--- src/rtl/dvrt_pkg.sv ---
// ----------------------------------------------------------------------------
// dvrt_pkg
// Shared codes and result type for the distance-vector route table.
// ----------------------------------------------------------------------------
package dvrt_pkg;

    localparam logic [2:0] FN_LOAD = 3'd0;
    localparam logic [2:0] FN_UPD  = 3'd1;
    localparam logic [2:0] FN_LOOK = 3'd2;
    localparam logic [2:0] FN_ADV  = 3'd3;
    localparam logic [2:0] FN_TICK = 3'd4;

    localparam logic [3:0] ST_OK          = 4'd0;
    localparam logic [3:0] ST_TABLE_FULL  = 4'd1;
    localparam logic [3:0] ST_UNKNOWN_SRC = 4'd2;
    localparam logic [3:0] ST_FORWARDED   = 4'd3;
    localparam logic [3:0] ST_DELIVERED   = 4'd4;
    localparam logic [3:0] ST_DROP_UNKN   = 4'd5;
    localparam logic [3:0] ST_DROP_NOROUT = 4'd6;
    localparam logic [3:0] ST_DROP_DEAD   = 4'd7;
    localparam logic [3:0] ST_ADV_ENTRY   = 4'd8;
    localparam logic [3:0] ST_NOTHING     = 4'd9;
    localparam logic [3:0] ST_TICK_DONE   = 4'd10;

    localparam logic       REG_OWN_NODE = 1'b0;
    localparam logic       REG_LIVENESS = 1'b1;

    localparam int         MAX_RESULTS = 16;
    localparam int         RES_CNT_W   = 5;

    typedef struct packed {
        logic [3:0]  status;
        logic [15:0] out_port;
        logic [7:0]  entry_node;
        logic [15:0] entry_cost;
        logic        table_changed;
        logic        last_of_run;
    } t_res;

endpackage

--- src/rtl/dvrt_mem.sv ---
// ----------------------------------------------------------------------------
// dvrt_mem
// Route entry storage: one write port, one registered read port.
// ----------------------------------------------------------------------------
module dvrt_mem #(
    parameter int DEPTH = 16,
    parameter int WIDTH = 82
) (
    input  logic                     i_clk,
    input  logic                     i_we,
    input  logic [$clog2(DEPTH)-1:0] i_waddr,
    input  logic [WIDTH-1:0]         i_wdata,
    input  logic [$clog2(DEPTH)-1:0] i_raddr,
    output logic [WIDTH-1:0]         o_rdata
);

    logic [WIDTH-1:0] r_mem [DEPTH];
    logic [WIDTH-1:0] r_rdata;

    always_ff @(posedge i_clk) begin
        if (i_we) begin
            r_mem[i_waddr] <= i_wdata;
        end
        r_rdata <= r_mem[i_raddr];
    end

    assign o_rdata = r_rdata;

endmodule

--- src/rtl/dvrt_core.sv ---
// ----------------------------------------------------------------------------
// dvrt_core
// Sequencer that scans the route table with one compare, one adder and one
// age unit, and holds the result output register.
// ----------------------------------------------------------------------------
module dvrt_core #(
    parameter int TABLE_DEPTH = 16,
    parameter int COST_BITS   = 16
) (
    input  logic             i_clk,
    input  logic             i_rst_n,
    input  logic             i_valid,
    output logic             o_stall,
    input  logic [2:0]       i_func,
    input  logic [7:0]       i_node_id,
    input  logic [7:0]       i_from_node,
    input  logic [15:0]      i_cost_value,
    input  logic [15:0]      i_port_number,
    input  logic [7:0]       i_own_node,
    input  logic [7:0]       i_liveness_limit,
    output logic             o_valid,
    input  logic             i_stall,
    output dvrt_pkg::t_res   o_res
);

    localparam int C  = COST_BITS;
    localparam int IW = $clog2(TABLE_DEPTH);
    localparam int CW = $clog2(TABLE_DEPTH + 1);
    localparam logic [C-1:0]  INF   = {C{1'b1}};
    localparam logic [CW-1:0] DEPTH = CW'(TABLE_DEPTH);
    localparam int RES_CNT_W_L = dvrt_pkg::RES_CNT_W;

    typedef struct packed {
        logic [7:0]   tag;
        logic         adj;
        logic [C-1:0] link;
        logic [C-1:0] path;
        logic [7:0]   via;
        logic         viav;
        logic [15:0]  last;
        logic [15:0]  port;
    } t_rec;

    typedef enum logic [4:0] {
        S_IDLE, S_SRD, S_SCMP, S_LOAD, S_USRC, S_UDST, S_LK1, S_LK2, S_DCHK,
        S_DRES, S_LKF, S_ARD, S_ACMP, S_AOUT, S_TRD, S_TCMP, S_JRD, S_JCHK,
        S_EMIT
    } t_state;

    function automatic logic [15:0] cap16(input logic [C-1:0] c);
        logic [32:0] w;
        w = 33'(c);
        return (w > 33'h0FFFF) ? 16'hFFFF : w[15:0];
    endfunction

    function automatic logic [C-1:0] in_cost(input logic [15:0] v);
        logic [32:0] w;
        w = {17'd0, v};
        return (v == 16'hFFFF || w > 33'(INF)) ? INF : C'(w);
    endfunction

    function automatic dvrt_pkg::t_res mk_res(input logic [3:0]  st,
                                              input logic [7:0]  nd,
                                              input logic [15:0] c,
                                              input logic        last);
        dvrt_pkg::t_res r;
        r             = '0;
        r.status      = st;
        r.entry_node  = nd;
        r.entry_cost  = c;
        r.last_of_run = last;
        return r;
    endfunction

    t_state          r_state, r_ret, r_dret, r_eret;
    logic [2:0]      r_func;
    logic [7:0]      r_node, r_from, r_key;
    logic [C-1:0]    r_cost, r_sum;
    logic [15:0]     r_port, r_tick;
    logic [CW-1:0]   r_count, r_idx, r_i;
    logic [IW-1:0]   r_fidx;
    logic            r_found, r_dead, r_chg, r_pv, r_ov;
    t_rec            r_rec;
    logic [7:0]      r_tgt_tag, r_p_node;
    logic [15:0]     r_tgt_port, r_p_cost;
    logic [C-1:0]    r_tgt_cost;
    logic [RES_CNT_W_L-1:0] r_n;
    dvrt_pkg::t_res  r_res, r_out;

    t_rec            rd, wd;
    logic [$bits(t_rec)-1:0] mem_rd;
    logic            we;
    logic [IW-1:0]   wa, ra;
    logic [C:0]      sum_w;
    logic [C-1:0]    sum_sat, known;
    logic [15:0]     age_last, age;
    logic            age_dead, room, upd, jhit;

    dvrt_mem #(.DEPTH(TABLE_DEPTH), .WIDTH($bits(t_rec))) u_mem (
        .i_clk   (i_clk),
        .i_we    (we),
        .i_waddr (wa),
        .i_wdata (wd),
        .i_raddr (ra),
        .o_rdata (mem_rd)
    );

    assign rd       = t_rec'(mem_rd);
    assign sum_w    = {1'b0, r_cost} + {1'b0, r_rec.link};
    assign sum_sat  = sum_w[C] ? INF : sum_w[C-1:0];
    assign age_last = (r_state == S_TCMP) ? rd.last : r_rec.last;
    assign age      = r_tick - age_last;
    assign age_dead = age > {8'd0, i_liveness_limit};
    assign room     = r_count < DEPTH;
    assign upd      = (r_sum < r_rec.path) ||
                      (r_rec.viav && r_rec.via == r_from && r_sum != r_rec.path);
    assign jhit     = rd.viav && rd.via == r_rec.tag;
    assign known    = (r_rec.adj && !(r_rec.viav && r_rec.path < r_rec.link)) ?
                      r_rec.link : r_rec.path;
    assign ra       = (r_state == S_ARD || r_state == S_TRD) ? r_i[IW-1:0] :
                      r_idx[IW-1:0];

    always_comb begin
        we = 1'b0;
        wa = r_fidx;
        wd = r_rec;
        case (r_state)
            S_LOAD: begin
                if (r_found) begin
                    we      = 1'b1;
                    wd.adj  = 1'b1;
                    wd.link = r_cost;
                    wd.port = r_port;
                    wd.last = r_tick;
                end else if (room) begin
                    we      = 1'b1;
                    wa      = r_count[IW-1:0];
                    wd.tag  = r_node;
                    wd.adj  = 1'b1;
                    wd.link = r_cost;
                    wd.path = INF;
                    wd.via  = 8'd0;
                    wd.viav = 1'b0;
                    wd.last = r_tick;
                    wd.port = r_port;
                end
            end
            S_USRC: begin
                if (r_found && r_rec.adj) begin
                    we      = 1'b1;
                    wd.last = r_tick;
                end
            end
            S_UDST: begin
                if (r_found) begin
                    we      = upd;
                    wd.path = r_sum;
                    wd.via  = r_from;
                    wd.viav = 1'b1;
                end else if (room) begin
                    we      = 1'b1;
                    wa      = r_count[IW-1:0];
                    wd.tag  = r_node;
                    wd.adj  = 1'b0;
                    wd.link = '0;
                    wd.path = r_sum;
                    wd.via  = r_from;
                    wd.viav = 1'b1;
                    wd.last = 16'd0;
                    wd.port = 16'd0;
                end
            end
            S_JCHK: begin
                we      = jhit;
                wa      = r_idx[IW-1:0];
                wd      = rd;
                wd.path = INF;
                wd.viav = 1'b0;
            end
            default: begin
                we = 1'b0;
            end
        endcase
    end

    always_ff @(posedge i_clk) begin
        if (!i_rst_n) begin
            r_state <= S_IDLE;
            r_count <= '0;
            r_tick  <= 16'd0;
            r_ov    <= 1'b0;
        end else begin
            if (r_ov && !i_stall && r_state != S_EMIT) begin
                r_ov <= 1'b0;
            end
            case (r_state)
                S_IDLE: begin
                    if (i_valid) begin
                        r_func <= i_func;
                        r_node <= i_node_id;
                        r_from <= i_from_node;
                        r_cost <= in_cost(i_cost_value);
                        r_port <= i_port_number;
                        r_idx  <= '0;
                        r_i    <= '0;
                        r_n    <= '0;
                        r_pv   <= 1'b0;
                        r_chg  <= 1'b0;
                        r_eret <= S_IDLE;
                        r_res  <= (i_func == dvrt_pkg::FN_LOOK &&
                                   i_node_id == i_own_node) ?
                                  mk_res(dvrt_pkg::ST_DELIVERED, 8'd0, 16'd0, 1'b1) : '0;
                        case (i_func)
                            dvrt_pkg::FN_LOAD: begin
                                r_key   <= i_node_id;
                                r_ret   <= S_LOAD;
                                r_state <= S_SRD;
                            end
                            dvrt_pkg::FN_UPD: begin
                                r_key   <= i_from_node;
                                r_ret   <= S_USRC;
                                r_state <= S_SRD;
                            end
                            dvrt_pkg::FN_LOOK: begin
                                if (i_node_id == i_own_node) begin
                                    r_state <= S_EMIT;
                                end else begin
                                    r_key   <= i_node_id;
                                    r_ret   <= S_LK1;
                                    r_state <= S_SRD;
                                end
                            end
                            dvrt_pkg::FN_ADV: begin
                                r_dret  <= S_AOUT;
                                r_state <= S_ARD;
                            end
                            dvrt_pkg::FN_TICK: begin
                                r_tick  <= r_tick + 16'd1;
                                r_state <= S_TRD;
                            end
                            default: begin
                                r_state <= S_IDLE;
                            end
                        endcase
                    end
                end
                S_SRD: begin
                    if (r_idx == r_count) begin
                        r_found <= 1'b0;
                        r_state <= r_ret;
                    end else begin
                        r_state <= S_SCMP;
                    end
                end
                S_SCMP: begin
                    if (rd.tag == r_key) begin
                        r_found <= 1'b1;
                        r_fidx  <= r_idx[IW-1:0];
                        r_rec   <= rd;
                        r_state <= r_ret;
                    end else begin
                        r_idx   <= r_idx + 1'b1;
                        r_state <= S_SRD;
                    end
                end
                S_LOAD: begin
                    r_res.last_of_run <= 1'b1;
                    r_state           <= S_EMIT;
                    if (r_found || room) begin
                        if (!r_found) begin
                            r_count <= r_count + 1'b1;
                        end
                        r_res.status        <= dvrt_pkg::ST_OK;
                        r_res.table_changed <= 1'b1;
                    end else begin
                        r_res.status <= dvrt_pkg::ST_TABLE_FULL;
                    end
                end
                S_USRC: begin
                    if (!r_found || !r_rec.adj) begin
                        r_res.status      <= dvrt_pkg::ST_UNKNOWN_SRC;
                        r_res.last_of_run <= 1'b1;
                        r_state           <= S_EMIT;
                    end else begin
                        r_sum   <= sum_sat;
                        r_key   <= r_node;
                        r_idx   <= '0;
                        r_ret   <= S_UDST;
                        r_state <= S_SRD;
                    end
                end
                S_UDST: begin
                    r_res.last_of_run <= 1'b1;
                    r_state           <= S_EMIT;
                    if (r_found) begin
                        r_res.status        <= dvrt_pkg::ST_OK;
                        r_res.table_changed <= upd;
                    end else if (room) begin
                        r_count             <= r_count + 1'b1;
                        r_res.status        <= dvrt_pkg::ST_OK;
                        r_res.table_changed <= 1'b1;
                    end else begin
                        r_res.status <= dvrt_pkg::ST_TABLE_FULL;
                    end
                end
                S_LK1: begin
                    r_dret <= S_LKF;
                    if (!r_found) begin
                        r_res.status      <= dvrt_pkg::ST_DROP_UNKN;
                        r_res.last_of_run <= 1'b1;
                        r_state           <= S_EMIT;
                    end else if (r_rec.adj) begin
                        r_state <= S_DCHK;
                    end else if (!r_rec.viav) begin
                        r_res.status      <= dvrt_pkg::ST_DROP_NOROUT;
                        r_res.last_of_run <= 1'b1;
                        r_state           <= S_EMIT;
                    end else begin
                        r_key   <= r_rec.via;
                        r_idx   <= '0;
                        r_ret   <= S_LK2;
                        r_state <= S_SRD;
                    end
                end
                S_LK2: begin
                    if (!r_found) begin
                        r_res.status      <= dvrt_pkg::ST_DROP_NOROUT;
                        r_res.last_of_run <= 1'b1;
                        r_state           <= S_EMIT;
                    end else begin
                        r_state <= S_DCHK;
                    end
                end
                S_DCHK: begin
                    r_tgt_tag  <= r_rec.tag;
                    r_tgt_port <= r_rec.port;
                    r_tgt_cost <= known;
                    if (r_rec.adj) begin
                        r_dead  <= age_dead;
                        r_state <= r_dret;
                    end else if (!r_rec.viav) begin
                        r_dead  <= 1'b1;
                        r_state <= r_dret;
                    end else begin
                        r_key   <= r_rec.via;
                        r_idx   <= '0;
                        r_ret   <= S_DRES;
                        r_state <= S_SRD;
                    end
                end
                S_DRES: begin
                    r_dead  <= !r_found || age_dead;
                    r_state <= r_dret;
                end
                S_LKF: begin
                    r_res.entry_node  <= r_tgt_tag;
                    r_res.last_of_run <= 1'b1;
                    r_state           <= S_EMIT;
                    if (r_dead) begin
                        r_res.status <= dvrt_pkg::ST_DROP_DEAD;
                    end else begin
                        r_res.status   <= dvrt_pkg::ST_FORWARDED;
                        r_res.out_port <= r_tgt_port;
                    end
                end
                S_ARD: begin
                    if (r_i == r_count ||
                        r_n == RES_CNT_W_L'(dvrt_pkg::MAX_RESULTS)) begin
                        r_eret  <= S_IDLE;
                        r_state <= S_EMIT;
                        r_res   <= r_pv ?
                                   mk_res(dvrt_pkg::ST_ADV_ENTRY, r_p_node, r_p_cost, 1'b1) :
                                   mk_res(dvrt_pkg::ST_NOTHING, 8'd0, 16'd0, 1'b1);
                    end else begin
                        r_state <= S_ACMP;
                    end
                end
                S_ACMP: begin
                    r_i <= r_i + 1'b1;
                    if (rd.tag == r_node) begin
                        r_state <= S_ARD;
                    end else begin
                        r_rec   <= rd;
                        r_state <= S_DCHK;
                    end
                end
                S_AOUT: begin
                    r_n      <= r_n + 1'b1;
                    r_pv     <= 1'b1;
                    r_p_node <= r_tgt_tag;
                    r_p_cost <= r_dead ? cap16(INF) : cap16(r_tgt_cost);
                    if (r_pv) begin
                        r_res   <= mk_res(dvrt_pkg::ST_ADV_ENTRY, r_p_node, r_p_cost, 1'b0);
                        r_eret  <= S_ARD;
                        r_state <= S_EMIT;
                    end else begin
                        r_state <= S_ARD;
                    end
                end
                S_TRD: begin
                    if (r_i == r_count) begin
                        r_res.status        <= dvrt_pkg::ST_TICK_DONE;
                        r_res.table_changed <= r_chg;
                        r_res.last_of_run   <= 1'b1;
                        r_state             <= S_EMIT;
                    end else begin
                        r_state <= S_TCMP;
                    end
                end
                S_TCMP: begin
                    r_rec <= rd;
                    if (rd.adj && age_dead) begin
                        r_idx   <= '0;
                        r_state <= S_JRD;
                    end else begin
                        r_i     <= r_i + 1'b1;
                        r_state <= S_TRD;
                    end
                end
                S_JRD: begin
                    if (r_idx == r_count) begin
                        r_i     <= r_i + 1'b1;
                        r_state <= S_TRD;
                    end else begin
                        r_state <= S_JCHK;
                    end
                end
                S_JCHK: begin
                    if (jhit) begin
                        r_chg <= 1'b1;
                    end
                    r_idx   <= r_idx + 1'b1;
                    r_state <= S_JRD;
                end
                S_EMIT: begin
                    if (!r_ov || !i_stall) begin
                        r_ov    <= 1'b1;
                        r_out   <= r_res;
                        r_state <= r_eret;
                    end
                end
                default: begin
                    r_state <= S_IDLE;
                end
            endcase
        end
    end

    assign o_stall = (r_state != S_IDLE);
    assign o_valid = r_ov;
    assign o_res   = r_out;

endmodule

--- src/rtl/distance_vector_route_table_top.sv ---
// ----------------------------------------------------------------------------
// distance_vector_route_table_top
// Distance-vector route table with an APB-style register port.
//
//   channel   direction  handshake            payload
//   command   in         i_valid / o_stall    i_func .. i_port_number
//   result    out        o_valid / i_stall    o_status .. o_last_of_run
//   config    in         psel/penable/pready  paddr, pwdata, prdata
//
// Each table entry visited passes through a memory-read state and a compare state.
// Lookup: up to three table searches; advertise: one pass plus a search per
// routed entry; tick: one pass plus a full pass for each dead neighbor.
// Reset clears the fill count, the tick and the result valid flag.
// A stalled result holds the sequencer only when another result is due.
// ----------------------------------------------------------------------------
module distance_vector_route_table_top #(
    parameter int TABLE_DEPTH = 16,
    parameter int COST_BITS   = 16
) (
    input  logic        i_clk,
    input  logic        i_rst_n,
    input  logic        i_valid,
    output logic        o_stall,
    input  logic [2:0]  i_func,
    input  logic [7:0]  i_node_id,
    input  logic [7:0]  i_from_node,
    input  logic [15:0] i_cost_value,
    input  logic [15:0] i_port_number,
    output logic        o_valid,
    input  logic        i_stall,
    output logic [3:0]  o_status,
    output logic [15:0] o_out_port,
    output logic [7:0]  o_entry_node,
    output logic [15:0] o_entry_cost,
    output logic        o_table_changed,
    output logic        o_last_of_run,
    input  logic        psel,
    input  logic        penable,
    input  logic        pwrite,
    input  logic [2:0]  paddr,
    input  logic [31:0] pwdata,
    output logic [31:0] prdata,
    output logic        pready
);

    logic [7:0]     r_own_node, r_liveness;
    dvrt_pkg::t_res res;

    always_ff @(posedge i_clk) begin
        if (!i_rst_n) begin
            r_own_node <= 8'd0;
            r_liveness <= 8'd6;
        end else if (psel && penable && pwrite) begin
            if (paddr[2] == dvrt_pkg::REG_OWN_NODE) begin
                r_own_node <= pwdata[7:0];
            end else begin
                r_liveness <= pwdata[7:0];
            end
        end
    end

    assign prdata = (paddr[2] == dvrt_pkg::REG_LIVENESS) ? {24'd0, r_liveness} :
                                                           {24'd0, r_own_node};
    assign pready = 1'b1;

    dvrt_core #(.TABLE_DEPTH(TABLE_DEPTH), .COST_BITS(COST_BITS)) u_core (
        .i_clk            (i_clk),
        .i_rst_n          (i_rst_n),
        .i_valid          (i_valid),
        .o_stall          (o_stall),
        .i_func           (i_func),
        .i_node_id        (i_node_id),
        .i_from_node      (i_from_node),
        .i_cost_value     (i_cost_value),
        .i_port_number    (i_port_number),
        .i_own_node       (r_own_node),
        .i_liveness_limit (r_liveness),
        .o_valid          (o_valid),
        .i_stall          (i_stall),
        .o_res            (res)
    );

    assign o_status        = res.status;
    assign o_out_port      = res.out_port;
    assign o_entry_node    = res.entry_node;
    assign o_entry_cost    = res.entry_cost;
    assign o_table_changed = res.table_changed;
    assign o_last_of_run   = res.last_of_run;

endmodule
--- config.mk ---
export PLATFORM = sky130hd
export DESIGN_NAME = distance_vector_route_table_top
export DESIGN_NICKNAME = d
export VERILOG_FILES = /design/src/rtl/dvrt_pkg.sv /design/src/rtl/dvrt_mem.sv /design/src/rtl/dvrt_core.sv /design/src/rtl/distance_vector_route_table_top.sv
export SDC_FILE = /design/constraint.sdc
export NUM_CORES = 2
export LEC_CHECK = 0
export ABC_AREA = 1
export BUFFER_PORTS_ARGS = -buffer_cell sky130_fd_sc_hd__clkbuf_2
export CAP_MARGIN = 20
export CORE_ASPECT_RATIO = 0.75
export CORE_MARGIN = 2
export CORE_UTILIZATION = 40
export CTS_BUF_LIST = sky130_fd_sc_hd__clkbuf_4 sky130_fd_sc_hd__clkbuf_8
export CTS_CLUSTER_SIZE = 25
export DETAILED_ROUTE_END_ITERATION = 10
export PLACE_DENSITY = 0.51
export SYNTH_ARGS = -nofsm -noshare
export SYNTH_HDL_FRONTEND = slang
export SYNTH_HIERARCHICAL = 1
export SYNTH_SLANG_ARGS = --single-unit
export TNS_END_PERCENT = 100
--- constraint.sdc ---
create_clock -name i_clk -period 9.35 [get_ports i_clk]
set_input_delay 0 -clock i_clk [delete_from_list [all_inputs] [get_ports i_clk]]
set_output_delay 0 -clock i_clk [all_outputs]
set_load 0.1 [all_outputs]
==> reports/results.tsv <==
stage	metric	value	unit
timing	max-slew violation count	0	
route	number of remaining DRC errors	0	
floorplan	core region area	0.194	mm²
cells_and_area	layout net count	8026	
cells_and_area	share of cells above drive strength 1	0.109	
pwr	Reg power frac	0.423	
route	met1 wire length	111000	µm
clock_tree	clk slew on worst S/H paths	0.06	ns
worst_setup_path	RR Startpoint	u_core/r_state[2]	
pwr	Final Power	24200	µW
flow_run	Max Cap Viol	0	
worst_setup_path	Worst Path Buf+Inv	5	
worst_setup_path	startpoint types	flop	
place	routability cong.	0.900	
clock_tree	clk sinks	1777	
timing	Tcrit/Tclk final	0.615	
route	Detailed Routing Iterations Pass 1	7	
timing	# setup viols final	0	
worst_hold_path	hold depth	4	
pwr	power share of the clock group	0.287	
timing	Min Hold Slack	0.101	ns
route	antenna viol nets, final	0	
timing	Slew Limit Headroom	0.232	
cells_and_area	final core utilization	0.457	
worst_setup_path	critical path class	reg -> reg	
floorplan	Rows	140	
pwr	Cell Int Power	15500	µW
route	DR WL met2	96100	µm
synth	Post-synth EDFFs	1652	
floorplan	I/O Pins	174	
floorplan	Die Ht	386	µm
cells_and_area	most common cell after layout, fill and taps aside	nand2_1	
worst_setup_path	CP max-delay cell	nor2_4	
grt	GRT Residual Overflow	0	
grt	total track usage	0.229	
synth	ys flop type	edfxtp_1	
run_status	status	finished clean	
worst_setup_path	worst-path cell chain	inv_2 -> nor2_1 -> inv_2 -> nor2_2 -> inv_2 -> nor2_4 -> nor2_2 -> inv_2 -> nand2_1 -> o221ai_1 -> nand3b_1 -> nor2_4 -> buf_4	
clock_tree	H-tree depth	5	
grt	initial antenna violation count	9	
timing	skew final	0.0841	ns
synth	cell taking the most area after synthesis	edfxtp_1	
route	drt total wl	231000	µm
clock_tree	Clock Latency Late Sink	1.02	ns
timing	worst-margin pin slew	1.15	ns
route	DR iter-0 viols	5702	
synth	Avg Cell Area, Syn	10.4	µm²
grt	first-pass GRT wire length	337000	µm
place	DPL Wire Length	122000	µm
worst_setup_path	Critical Path Most Common Cell	inv_2	
grt	largest net degree at the start of global routing	193	
worst_setup_path	Worst R2R End	u_core/u_mem/r_mem[9][45]	
synth	top cells by area, synth	edfxtp_1 (64%), nand2_1 (10%), nand3_1 (7.0%)	
cells_and_area	commonest non-fill, non-tap cells in the layout	nand2_1 (2155), edfxtp_1 (1652), inv_1 (1280), nand3_1 (1096), clkbuf_8 (337)	
timing	Fin. Hold Viols	0	
worst_hold_path	worst hold-check path type	in -> reg	
place	placed instance area	0.0810	mm²
place	count of input and output buffers	122	
clock_tree	post-CTS setup buffers	0	
route	Highest Signal Layer	met4	
floorplan	Initial Util	0.402	
synth	Yosys warnings	6	
timing	fmax	0.174	GHz
synth	Cells after Synth	7461	
grt	vias in the first global route	49300	
synth	sequential area share after synthesis	0.669	
pwr	switching power	8700	µW
synth	Netlist cell types	59	
cells_and_area	Area growth syn-to-layout	13.7	%
worst_setup_path	R2R Setup Slk	3.60	ns
worst_hold_path	HP Start	i_from_node[5]	
pwr	maximum vdd drop	0.395	mV
clock_tree	Max clock buf depth	4	
worst_setup_path	max incr delay on CP	0.96	ns
synth	Seq cells post-synth	1777	
floorplan	full die area	0.198	mm²
worst_setup_path	critical-path maximum fanout	38	
route	wire per inst	21.7	µm
worst_setup_path	Top delay family on crit path	simple AND/OR/NAND/NOR gates	
pwr	Comb pwr share	0.290	
timing	Tmin final	5.75	ns
worst_setup_path	critical path data required time	9.94	ns
timing	total negative slack	0	ns
cells_and_area	final instance area	0.0886	mm²
clock_tree	CTS tree	done	
clock_tree	clock root cell	clkbuf_8	
worst_setup_path	Worst R2R Path Depth	13	
clock_tree	post_cts resized	0	
route	DR WL met3	19000	µm
synth	Post-Syn Area	0.0779	mm²
floorplan	die extent in x	514	µm
worst_hold_path	Hold Path Sink	u_core/r_key[5]	
clock_tree	cts bufs inserted	309	
pwr	Net Sw Frac	0.360	
synth	Post-synth ARST share	0	
worst_setup_path	WP data arrival	6.35	ns
route	DR vias/cell	5.01	
pwr	leakage	0.0370	µW
timing	RSZ-0062 raised after global routing	false	
synth	Yosys top cell area share	0.636	
worst_setup_path	CP Capture Type	flop	
route	Vias	53400	
pwr	PD cells	273	mW/mm²
cells_and_area	Filler Cell Count	18100	
[layer usage]
layer,vias to the layer above,global-route usage
met5,-,0
li1,25300,-
met1,25700,0.358
met3,358,0.0410
met2,2060,0.326
met4,0,0.0570
[Yosys cell counts (3+ instances only)]
master and count:
buf_2 137, nor3_1 31, a31oi_1 8, nor4_1 12, xor2_1 36, buf_1 27
buf_6 77, a21oi_1 73, nand3b_1 5, and2_1 4, nor2_2 10, xnor2_1 22
nand2_2 3, o22ai_1 4, nand3_1 1096, nand4_1 23, o211ai_1 51, clkbuf_1 81
o21a_1 3, inv_2 22, edfxtp_1 1652, nor2_4 9, o21ai_1 8, o2111ai_1 19
o21ai_0 94, o221ai_1 36, nand2_1 2155, buf_4 40, or2_2 23, a2111oi_0 4
nor2_1 180, ha_1 76, inv_1 1281, dfxtp_1 125
[kinds of logic (layout without fill, tap and decap cells)]
| logic type | Yosys count | in the layout | share of synthesized area |
|---|---|---|---|
| AND/OR/NAND/NOR | 3559 | 3559 | 0.194 |
| other | 2 | 33 | 0.0000964 |
| multiplexers | 1 | 1 | 0.000144 |
| flip-flops | 1777 | 1777 | 0.669 |
| AO/OA/AOI/OAI | 315 | 315 | 0.0258 |
| adder cells (fa/ha/maj) | 78 | 78 | 0.0127 |
| buffers and inverters | 1671 | 2269 | 0.0925 |
| XOR/XNOR | 58 | 58 | 0.00652 |
[registers in the layout (all words and copies together), names as in the netlist, 5 cells and up]
register	flops
u_core/r_i	5
u_core/r_tick	16
u_core/o_res	46
u_core/r_count	5
u_core/r_state	5
u_core/r_p_cost	16
u_core/u_mem/o_rdata	82
u_core/r_port	16
r_own_node	8
u_core/r_key	8
u_core/r_from	8
u_core/r_tgt_cost	16
u_core/r_node	8
r_liveness	8
u_core/r_idx	5
u_core/r_sum	16
u_core/r_p_node	8
u_core/r_res	46
u_core/r_rec	82
u_core/r_tgt_port	16
u_core/r_tgt_tag	8
u_core/r_n	5
u_core/r_cost	16
u_core/u_mem/r_mem	1312
[stage by stage]
step | worst slack [ns] | cells
after floorplan | 1.02 | 7484
after CTS | 3.74 | 10600
after detailed placement | 3.78 | 9922
final | 3.60 | 10600
after global placement | 3.82 | 9904
after global routing | 3.35 | 10600
[worst max path at each step]
stage,startpoint,endpoint,slack (ns),cells past startpoint
floorplan,u_core/r_state[0],u_core/r_rec[0],1.02,6
global placement,u_core/r_state[2],u_core/u_mem/r_mem[9][31],3.82,13
detailed placement,u_core/r_state[2],u_core/u_mem/r_mem[9][31],3.78,13
CTS,u_core/r_state[2],u_core/u_mem/r_mem[9][47],3.74,13
global route,u_core/r_state[2],u_core/u_mem/r_mem[9][45],3.35,13
finish,u_core/r_state[2],u_core/u_mem/r_mem[9][45],3.60,13
[area by class of cell]
type                    instances  area [µm²]  share of cell area
multi-input cells            4036       19000               0.214
inverters                    1306        4950              0.0558
well taps                    2556        3200              0.0361
repair buffers                425        3480              0.0392
flip-flops and latches       1777       52100               0.588
clock buffers                 456        5530              0.0624
diodes                          8        20.0            0.000226
clock inverters                82         373             0.00421
[power by group through the flow]
stage	clock network [µW]	registers (µW)	logic, µW
CTS	7110	10200	6900
global route	7450	10300	7690
finish	6950	10200	7010
floorplan	0	10200	4840
detailed placement	0	10400	6830
global placement	0	10400	6750
[tightest hold or removal path, delay by kind of cell]
kind	cells	cell delay [ns]
buffers and inverters	2	0.72
AOI/OAI and AO/OA	2	0.22
[what timing repair did]
action / CTS / global route
endpoints found under the hold margin: 176 / 0
setup endpoints to repair: 0 / 0
hold buffers: 146 / 0
Note: power is estimated with default switching activity, not from simulation.
